[src/hdl/lru_page_replacement_top_defines.svh]
// Assertion macros shared by the replacement-policy RTL
`ifndef LRU_PAGE_REPLACEMENT_TOP_DEFINES_SVH
`define LRU_PAGE_REPLACEMENT_TOP_DEFINES_SVH

// Same-cycle implication, sampled on clk, off while arst_n is low
`define LRU_ASSERT_IMP(label, ante, cons, msg) \
	label: assert property (@(posedge clk) disable iff (!arst_n) (ante) |-> (cons)) \
		else $error(msg);

// Next-cycle implication, sampled on clk, off while arst_n is low
`define LRU_ASSERT_NXT(label, ante, cons, msg) \
	label: assert property (@(posedge clk) disable iff (!arst_n) (ante) |=> (cons)) \
		else $error(msg);

`endif

[src/hdl/lru_pr_pkg.sv]
package lru_pr_pkg;

	// Default geometry
	localparam int NUM_FRAMES_DEF = 8;
	localparam int PAGE_BITS_DEF  = 27;

	// Width of the resident count result field
	localparam int RES_CNT_W = 4;

	// Event codes
	typedef enum logic [1:0] {
		MODE_INSERT = 2'd0,
		MODE_TOUCH  = 2'd1,
		MODE_EVICT  = 2'd2,
		MODE_RSVD   = 2'd3
	} mode_t;

endpackage

[src/hdl/lru_page_replacement_top.sv]
// Channel   Handshake          Transfer when              Payload
// event     start / busy       start high and busy low    mode, page_number
// result    done (strobe)      the cycle done is high     victim_page, victim_valid,
//                                                         hit, full_error, resident_count
//
// Each event sweeps the frame memory once; an insert or touch that changes ranks sweeps
// it a second time to write them back.
// The sweep length is set by the single read and single write port of the frame memory.
// done pulses for one cycle as busy drops; the next event can start in that cycle.
// arst_n clears the valid bits, occupancy and control; the frame memory is not cleared.
// The receiver cannot stall: the result is shown exactly once, in the done cycle.

`include "lru_page_replacement_top_defines.svh"

module lru_page_replacement_top
	import lru_pr_pkg::*;
#(
	parameter int NUM_FRAMES       = NUM_FRAMES_DEF,
	parameter int PAGE_NUMBER_BITS = PAGE_BITS_DEF
) (
	input  logic                        clk,
	input  logic                        arst_n,
	input  logic                        start,
	output logic                        busy,
	input  logic [1:0]                  mode,
	input  logic [PAGE_NUMBER_BITS-1:0] page_number,
	output logic                        done,
	output logic [PAGE_NUMBER_BITS-1:0] victim_page,
	output logic                        victim_valid,
	output logic                        hit,
	output logic                        full_error,
	output logic [RES_CNT_W-1:0]        resident_count
);

	localparam int IW = (NUM_FRAMES > 1) ? $clog2(NUM_FRAMES) : 1;
	localparam int RW = IW;
	localparam int OW = $clog2(NUM_FRAMES + 1);
	localparam int WW = PAGE_NUMBER_BITS + RW;
	localparam logic [IW-1:0] LAST_IDX = IW'(NUM_FRAMES - 1);
	localparam logic [OW-1:0] FULL_OCC = OW'(NUM_FRAMES);

	typedef enum logic [2:0] {
		ST_IDLE   = 3'b001,
		ST_SCAN   = 3'b010,
		ST_UPDATE = 3'b100
	} state_t;

	state_t                      state_q;
	logic [IW-1:0]               cnt_q;
	logic                        iss_q;
	logic                        rd_vld_s1;
	logic [IW-1:0]               rd_idx_s1;
	logic [WW-1:0]               rd_word_s1;
	logic [NUM_FRAMES-1:0]       valid_q;
	logic [OW-1:0]               occ_q;
	mode_t                       mode_q;
	logic [PAGE_NUMBER_BITS-1:0] pg_q;
	logic                        found_q;
	logic [IW-1:0]               fidx_q;
	logic [RW-1:0]               frank_q;
	logic                        free_found_q;
	logic [IW-1:0]               free_idx_q;
	logic [PAGE_NUMBER_BITS-1:0] vpage_q;
	logic                        done_q;
	logic [PAGE_NUMBER_BITS-1:0] res_victim_q;
	logic                        res_vvalid_q;
	logic                        res_hit_q;
	logic                        res_ferr_q;

	// Frame memory: {page, rank} per frame
	logic [WW-1:0] mem [NUM_FRAMES];

	logic                        accept;
	logic                        sweep_end;
	logic                        ent_v;
	logic [PAGE_NUMBER_BITS-1:0] rd_page;
	logic [RW-1:0]               rd_rank;
	logic                        wr_en;
	logic [WW-1:0]               wr_word;
	logic [RW-1:0]               new_rank;

	assign accept    = start && (state_q == ST_IDLE);
	assign sweep_end = !iss_q && !rd_vld_s1;
	assign ent_v     = valid_q[rd_idx_s1];
	assign rd_page   = rd_word_s1[WW-1:RW];
	assign rd_rank   = rd_word_s1[RW-1:0];

	// Rank rewrite during the update sweep
	always_comb begin
		new_rank = rd_rank;
		wr_word  = {rd_page, rd_rank};
		if (found_q) begin
			if (rd_idx_s1 == fidx_q) begin
				new_rank = '0;
			end else if (rd_rank < frank_q) begin
				new_rank = rd_rank + 1'b1;
			end
			wr_word = {rd_page, new_rank};
		end else if (ent_v) begin
			new_rank = rd_rank + 1'b1;
			wr_word  = {rd_page, new_rank};
		end else begin
			wr_word = {pg_q, {RW{1'b0}}};
		end
	end

	assign wr_en = (state_q == ST_UPDATE) && rd_vld_s1 &&
		(ent_v || (!found_q && (rd_idx_s1 == free_idx_q)));

	// Memory: one read, one write per cycle; a sweep never reads the entry it writes
	always_ff @(posedge clk) begin
		if (wr_en) begin
			mem[rd_idx_s1] <= wr_word;
		end
		if (iss_q) begin
			rd_word_s1 <= mem[cnt_q];
		end
	end

	// Sweep control, search and bookkeeping
	always_ff @(posedge clk or negedge arst_n) begin
		if (!arst_n) begin
			state_q      <= ST_IDLE;
			cnt_q        <= '0;
			iss_q        <= 1'b0;
			rd_vld_s1    <= 1'b0;
			valid_q      <= '0;
			occ_q        <= '0;
			found_q      <= 1'b0;
			free_found_q <= 1'b0;
			done_q       <= 1'b0;
		end else begin
			done_q <= 1'b0;
			unique case (state_q)
				ST_IDLE: begin
					if (accept) begin
						mode_q       <= mode_t'(mode);
						pg_q         <= page_number;
						found_q      <= 1'b0;
						free_found_q <= 1'b0;
						cnt_q        <= '0;
						iss_q        <= 1'b1;
						state_q      <= ST_SCAN;
					end
				end
				ST_SCAN, ST_UPDATE: begin
					// Address issue and read pipeline
					rd_vld_s1 <= iss_q;
					rd_idx_s1 <= cnt_q;
					if (iss_q) begin
						cnt_q <= cnt_q + 1'b1;
						if (cnt_q == LAST_IDX) begin
							iss_q <= 1'b0;
						end
					end

					// Search on returned entries
					if (state_q == ST_SCAN && rd_vld_s1) begin
						if (mode_q == MODE_EVICT) begin
							if (ent_v && (!found_q || rd_rank > frank_q)) begin
								found_q <= 1'b1;
								fidx_q  <= rd_idx_s1;
								frank_q <= rd_rank;
								vpage_q <= rd_page;
							end
						end else begin
							if (ent_v && rd_page == pg_q && !found_q) begin
								found_q <= 1'b1;
								fidx_q  <= rd_idx_s1;
								frank_q <= rd_rank;
							end
							if (!ent_v && !free_found_q) begin
								free_found_q <= 1'b1;
								free_idx_q   <= rd_idx_s1;
							end
						end
					end

					// End of the search sweep: decide the event
					if (state_q == ST_SCAN && sweep_end) begin
						res_victim_q <= '0;
						res_vvalid_q <= 1'b0;
						res_hit_q    <= 1'b0;
						res_ferr_q   <= 1'b0;
						state_q      <= ST_IDLE;
						done_q       <= 1'b1;
						case (mode_q) inside
							MODE_INSERT, MODE_TOUCH: begin
								if (found_q) begin
									res_hit_q <= 1'b1;
									state_q   <= ST_UPDATE;
									done_q    <= 1'b0;
									cnt_q     <= '0;
									iss_q     <= 1'b1;
								end else if (mode_q == MODE_INSERT) begin
									if (occ_q >= FULL_OCC) begin
										res_ferr_q <= 1'b1;
									end else begin
										state_q <= ST_UPDATE;
										done_q  <= 1'b0;
										cnt_q   <= '0;
										iss_q   <= 1'b1;
									end
								end
							end
							MODE_EVICT: begin
								if (found_q) begin
									res_victim_q    <= vpage_q;
									res_vvalid_q    <= 1'b1;
									valid_q[fidx_q] <= 1'b0;
									occ_q           <= occ_q - 1'b1;
								end
							end
							default: begin
							end
						endcase
					end

					// End of the rank write-back sweep
					if (state_q == ST_UPDATE && sweep_end) begin
						if (!found_q) begin
							valid_q[free_idx_q] <= 1'b1;
							occ_q               <= occ_q + 1'b1;
						end
						state_q <= ST_IDLE;
						done_q  <= 1'b1;
					end
				end
				default: begin
					state_q <= ST_IDLE;
				end
			endcase
		end
	end

	assign busy           = (state_q != ST_IDLE);
	assign done           = done_q;
	assign victim_page    = res_victim_q;
	assign victim_valid   = res_vvalid_q;
	assign hit            = res_hit_q;
	assign full_error     = res_ferr_q;
	assign resident_count = RES_CNT_W'(occ_q);

	`LRU_ASSERT_IMP(a_occ_matches_valid, 1'b1, $countones(valid_q) == occ_q,
		"occupancy disagrees with the valid bits")
	`LRU_ASSERT_IMP(a_occ_bound, 1'b1, occ_q <= FULL_OCC,
		"occupancy above frame count")
	`LRU_ASSERT_NXT(a_start_busy, accept, busy,
		"accepted event did not raise busy")
	`LRU_ASSERT_IMP(a_full_only_when_full, done && full_error, occ_q == FULL_OCC,
		"refused insert while frames were free")
	`LRU_ASSERT_IMP(a_hit_keeps_valid, done && hit, $stable(valid_q),
		"hit changed the set of resident frames")

endmodule

[config.mk]
export PLATFORM = sky130hd
export DESIGN_NAME = lru_page_replacement_top
export DESIGN_NICKNAME = d
export VERILOG_FILES = /design/src/hdl/lru_pr_pkg.sv /design/src/hdl/lru_page_replacement_top.sv
export VERILOG_INCLUDE_DIRS = /design/src /design/src/hdl
export SDC_FILE = /design/constraint.sdc
export NUM_CORES = 1
export LEC_CHECK = 0
export ABC_AREA = 1
export BUFFER_PORTS_ARGS = -buffer_cell sky130_fd_sc_hd__buf_2
export CORE_ASPECT_RATIO = 1.1
export CORE_MARGIN = 2
export CORE_UTILIZATION = 55
export DETAILED_ROUTE_END_ITERATION = 10
export GPL_TIMING_DRIVEN = 0
export PLACE_DENSITY = 0.74
export SKIP_CTS_REPAIR_TIMING = 1
export SYNTH_ARGS = -nofsm -noshare
export SYNTH_HDL_FRONTEND = slang
export SYNTH_SLANG_ARGS = --single-unit
[constraint.sdc]
create_clock -name clk -period 4.3 [get_ports clk]
set_input_delay 1.075 -clock clk [delete_from_list [all_inputs] [get_ports clk]]
set_output_delay 1.075 -clock clk [all_outputs]
set_load 0.02 [all_outputs]
# Yosys cells after proc, flatten, opt, wreduce, memory -nomap -nowiden
# Memories as Yosys holds them, arrays and structs flattened. A register that Yosys moved wholly into a read port is not among the register bits.
# Cells that the tools add are included.
# totals
reg_bits	121
memories	1
output_inout_bits	36
wordCells	171
mem_bits_rw	240
# classes
reduce_logical	39
n_lt_le_gt_ge	8
add_sub_neg	4
bitwise	7
eq_ne	18
mux	74
# mem_list
memory	words	width	read_ports	rd_clocked_by_memory_dff	write_ports	line	text
mem	8	30	1	1	1	lru_page_replacement_top.sv:71	logic [WW-1:0] mem [NUM_FRAMES];
# ops
operator	n
3-bit two-way mux	22
30-bit two-way mux	2
8-bit two-way mux	7
1-bit two-way mux	29
27-bit == test	1
5-bit AND reduction	5
4-bit two-way mux	6
1-bit logical AND	14
3-bit by 4-bit < comparator with 1-bit output (second input constant)	3
3-bit one-hot mux with 2 select lines	2
2-bit inequality test (second input constant)	5
3-bit inequality test (second input constant)	3
8-bit AND	1
8-bit inverter	1
8-bit OR	1
3-bit by 1-bit adder with 3-bit output (second input constant)	2
1-bit demux with 3-bit select	2
3-bit == test	2
3-bit == test (second input constant)	2
3-bit by 1-bit >= comparator with 1-bit output (second input constant)	2
1-bit one-hot mux with 2 select lines	3
2-bit AND reduction	3
3-bit AND reduction	2
3-bit OR reduction	2
18 further kinds	28

# Depth between registers and ports, before layout
# logic_depth
depth_word	14
ltp_mapped	14
mapped_depth_nobuf	14

# Least setup slack after synthesis
# Ideal clock, no wire load.
# synth_path
path_kind	flip-flop to flip-flop
start	register found_q
end	memory mem[1][0] in the netlist's numbering, enable pin
arrival_ns	4.001
stages_incl_launch_ff	6
setup_ns	0.493
required_time_ns	3.807
path_buffers	0
setup_slack_ns	-0.194
cell_sequence	dfrtp_1 > inv_1 > o21ai_0 > nor4_1 > o21ai_1 > nor4_1
# synth_via
elab_chain_cells	6
# synth_rtl
element	line	text
from (decl)	lru_page_replacement_top.sv:58	logic found_q;
from (signal assigned)	lru_page_replacement_top.sv:129	found_q <= 1'b0;
from (signal assigned)	lru_page_replacement_top.sv:139	found_q <= 1'b0;
from (signal assigned)	lru_page_replacement_top.sv:161	found_q <= 1'b1;
1-bit logical NOT	--	
1-bit logical AND	lru_page_replacement_top.sv:108	(ent_v || (!found_q && (rd_idx_s1 == free_idx_q)));
1-bit logical OR	lru_page_replacement_top.sv:108	
1-bit logical AND	lru_page_replacement_top.sv:107	assign wr_en = (state_q == ST_UPDATE) && rd_vld_s1 &&
1-bit two-way mux	lru_page_replacement_top.sv:112	if (wr_en) begin
1-bit two-way mux (not written as such)	lru_page_replacement_top.sv:113	mem[rd_idx_s1] <= wr_word;
to (decl)	lru_page_replacement_top.sv:71	
# No other way between the ends.

# Final worst setup path
# layout_path
start	register rd_idx_s1[0]
end	memory mem[5][15] in the netlist's numbering, enable pin
# layout_via
elab_chain_cells	6
word_cells_on_any_way	8
classes_between	1 x eq/ne; 4 x mux; 3 x reduce/logical
# layout_rtl
element	line	text
from (decl)	lru_page_replacement_top.sv:52	logic [IW-1:0] rd_idx_s1;
from (signal assigned)	lru_page_replacement_top.sv:149	rd_idx_s1 <= cnt_q;
1-bit binary-select mux with 3-bit select or 3-bit == test (tied branches)	lru_page_replacement_top.sv:84, lru_page_replacement_top.sv:108	
1-bit two-way mux (not written as such) or 1-bit logical AND (tied branches)	lru_page_replacement_top.sv:84, lru_page_replacement_top.sv:108	
1-bit logical OR	lru_page_replacement_top.sv:108	
1-bit logical AND	lru_page_replacement_top.sv:107	
1-bit two-way mux	lru_page_replacement_top.sv:112	
1-bit two-way mux (not written as such)	lru_page_replacement_top.sv:113	
# Parallel ways exist; a longest one is shown, timed or not. The select of a mux whose other input is x is not followed.

==> results by stage <==
Timing:
- In this run the tightest slew margin relative to its limit is 0.147.
- Setup violations remaining at the end of the flow were counted as 0.
- Hold is met by 0.487 ns.
- The pin slew with the least headroom to its limit is 1.27 ns.
- The least setup slack across all paths after layout is 1.12 ns.
- The post-route clock skew is 0.0140 ns.
- In the final timing run, aggregate negative setup slack is 0 ns.
- The maximum operating frequency is 315 MHz.
- The portion of the clock cycle consumed by the worst path in the final layout is 0.739.
- The final-report hold violation count was 0.
- For the finished layout, the period the worst path requires is 3.18 ns.
- Setup repair after global routing left no endpoint under its margin.
- The final count of pins violating max slew came to 0.

Synthesis:
- The portion of the post-synthesis area used by sequential elements is 0.732.
- The number of synthesis warnings is 0.
- Of all flip-flops after synthesis, the portion carrying an async set or reset was 0.0588.
- The most instantiated flip-flop cell in the synthesis netlist is edfxtp_1.
- The netlist uses 43 different library cells.
- The mean instance size in the synthesized netlist is 12.1 sq um.
- The synthesized cell area is 15900 sq um.
- Counting flops and latches in the post-synthesis netlist gives 391.
- The synthesized design contains 368 enable-type register cells.
- Counting every net in the synthesized netlist gives 1357.
- The cell count after synthesis came out at 1317.

Global routing:
- The via count of the first global-routing pass is 10400.
- After global routing the overflow that remains totals 0.
- Entering global routing, the biggest net connects 35 pins.
- The initial antenna violation count was 0.
- The first global-routing pass estimated 56.1 mm of wire.
- The overall fraction of global-route tracks in use is 0.239.

Placed design:
- The HPWL reported at the end of detailed placement is 25.5 mm.
- The quantity of I/O buffers inserted on ports is 67.
- The number of placed instances, taps included, is 1786.
- At the end of routability-driven placement, the weighted congestion stood at 0.845.
- The minimum setup slack after placement is 1.15 ns.
- After detailed placement, the total cell area comes to 17000 sq um.

CTS:
- The clock latency reported for the late side of the worst-skew pair is 0.52 ns.
- After clock tree synthesis, the clock-pin slew on the worst setup and hold paths is 0.06 ns.
- TritonCTS built the clock tree.
- The H-tree level count is 2.
- The TritonCTS sink count is 391.
- The root cell of the clock tree is clkbuf_16.
- The CTS buffer count is 38.
- The maximum root-to-sink buffer count is 3.

Setup path:
- The delay of the slowest critical-path stage is 0.90 ns.
- STA classifies the critical path endpoint as a register.
- The worst register-to-register path begins at rd_idx_s1[0].
- The capture point of the critical path is mem[5][15].
- Data arrives at the worst endpoint at 3.41 ns.
- Measured in cells, the most critical reg-to-reg path has a length of 9.
- Data on the critical path is required at its endpoint by 4.53 ns.
- The slowest cell on the critical path is nor4_2.
- The element type at the critical path start is a register.
- The most repeated library cell on the critical path is buf_4.
- The endpoint identified for the worst register-to-register timing path is mem[5][15].
- The most critical setup path has its startpoint at rd_idx_s1[0].
- The peak fanout along the critical path is 9.
- The register-to-register setup slack is 1.12 ns.
- The startpoint-to-endpoint class of the critical path is reg -> reg.
- Traced cell by cell, the critical path runs through inv_2, nand2_1, a21oi_2, o21ai_2, nand2_4, o21ai_1, nor4_2, buf_4, buf_4.

Final layout:
- Across the whole layout, storage elements account for 11600 sq um.
- The number of fill cells is 2050.
- The repair_antennas step left the layout with diodes totalling 0.
- The post-layout instance area is 18300 sq um.
- The multi-input gate area in the final layout is 3590 sq um.
- In the layout the commonest cells are edfxtp_1, nor2_1, o21ai_0.
- From synthesis to final layout, the design area changed by 15.3%.
- The commonest non-fill, non-tap cell in the layout is edfxtp_1.
- The ratio of cells with drive above 1 in the final layout is 0.146.
- The non-filler instance count after layout is 1854.
- The number of nets in the layout is 1498.

Drt:
- Before antenna repair, the detailed router went through 5 iterations.
- The count of vias placed by the detailed router is 10300.
- The initial detailed-routing violation count is 945.
- For this run, design rule violations remaining after detail routing come to 0.
- The number of nets with antenna violations after detailed routing is 0.
- The routed length per placed instance is 19.5 um.
- The final layout contains routed wiring with a total length of 36.1 mm.
- The post-detailed-route via-to-cell ratio is 5.54.

Pwr:
- In this run the power spent charging and discharging nets is 0.00374 W.
- The ratio of total power to cell area is 627 nW/um^2.
- Of the total power, the share spent switching nets is 0.325.
- The share of total power dissipated in sequential elements is 0.452.
- The share of total power dissipated in the clock network is 0.299.
- The analysis attributes to cell leakage a power of 6.91 nW.
- IR analysis of the VDD net gives a maximum drop of 0.470 mV.
- Of the total power, combinational logic draws 0.250.
- The design internal power is 0.00775 W.

Floorplan:
- In this run the horizontal extent of the chip is 166 um.
- The die footprint is 30300 sq um.
- In this run the core area contains 65 standard-cell rows.
- The total area inside the core boundary comes to 28500 sq um.
- The boundary pin count is 68.
- Measured along the y axis, the die boundary spans 182 um.
- The starting utilization of the core area is 0.557.

Min path:
- The worst hold path passes through 0 cells.
- The class of the worst hold path is reg -> reg.

Status:
- The flow ran to the end, and the final reports show no timing, DRC or antenna violations.

Run:
- The tool flagged a number of max-cap violations equal to 0.
cell families after synthesis:
family                   synth area share
buffers and inverters              0.0464
XOR/XNOR                          0.00386
multiplexers                     0.000630
adder cells (fa/ha/maj)           0.00630
flip-flops                          0.732
AO/OA/AOI/OAI                      0.0903
AND/OR/NAND/NOR                     0.121
metrics by stage:
stage,total power (W),utilization
after CTS,0.0115,0.642
after global routing,0.0120,0.642
after detailed placement,0.00807,0.597
after floorplan,0.00700,-
after global placement,0.00792,0.585
final,0.0115,0.642
metal layers:
layer,GRT usage,vias up,wire length [um]
li1,-,4865,-
met1,0.302,4936,14500
met2,0.421,396,18000
met3,0.0367,76,2430
met4,0.0915,0,1130
met5,0,-,0
sequential cells by signal (all words and copies together) (netlist names):
register and cells:
fidx_q 3, done 1, free_found_q 1, found_q 1, rd_idx_s1 3, frank_q 3, cnt_q 3, victim_page 27
full_error 1, pg_q 27, mem 240, free_idx_q 3, valid_q 8, state_q 3, resident_count 4, vpage_q 27
rd_vld_s1 1, victim_valid 1, mode_q 2, hit 1, iss_q 1, rd_word_s1 30
worst min path at each step:
stage | startpoint | endpoint | slack, ns
6_report | cnt_q[1] | rd_idx_s1[1] | 0.49
3_3_place_gp | rd_idx_s1[2] | free_idx_q[2] | 0.46
3_5_place_dp | rd_idx_s1[2] | free_idx_q[2] | 0.47
2_1_floorplan | rd_word_s1[9] | vpage_q[6] | 0.43
4_1_cts | cnt_q[1] | rd_idx_s1[1] | 0.48
5_1_grt | cnt_q[1] | rd_idx_s1[1] | 0.50
Yosys cell counts, types with 2 or more instances:
master    instances  area [sq um]
or2_2             2          12.5
buf_2            12          60.1
xor2_1            5          43.8
nor2_2            2          12.5
clkinv_1          2          7.51
nor3_2            2          20.0
o21ai_0         165           826
o21ai_1           8          40.0
inv_2             6          22.5
clkbuf_1         34           128
dfrtp_1          22           551
nand2_2           3          18.8
nor3_1            3          15.0
nor4_1           10          62.6
buf_1             4          15.0
nand3_1          17          85.1
nand4_1           4          25.0
nor2_1          268          1010
inv_1           110           413
a211oi_1          2          15.0
o21ai_2           3          26.3
edfxtp_1        368         11100
o22ai_1          32           200
buf_6             7          78.8
xnor2_1           2          17.5
nand2_4           3          33.8
o211ai_2          2          25.0
a32o_1            2          20.0
nand2_1         155           582
a31oi_1          31           194
o31ai_1           2          15.0
ha_1              8           100
a21oi_1          10          50.1
nor2_4            2          22.5
cell type report:
cell class                 count  share of cell area
sequential                   391               0.634
clock buffer                  52              0.0576
multi-input combinational    749               0.196
timing repair buffer         101              0.0339
buffer                        58              0.0158
inverter                     119              0.0245
clock inverter                16              0.0128
tap                          368              0.0251
critical path, delay by kind of cell (launching register included):
family	cells	cell delay, ns
compound gates	3	0.51
buf+inv	3	0.76
flops	1	0.49
simple gates	3	1.11
power groups by stage:
stage / logic, W / clock network [W] / registers [W]
4_1_cts: 0.00284 / 0.00346 / 0.00517
3_5_place_dp: 0.00282 / 0 / 0.00525
6_report: 0.00287 / 0.00343 / 0.00519
2_1_floorplan: 0.00188 / 0 / 0.00512
3_3_place_gp: 0.00268 / 0 / 0.00524
5_1_grt: 0.00321 / 0.00362 / 0.00521
No activity file was read; power rests on OpenSTA's default activity.
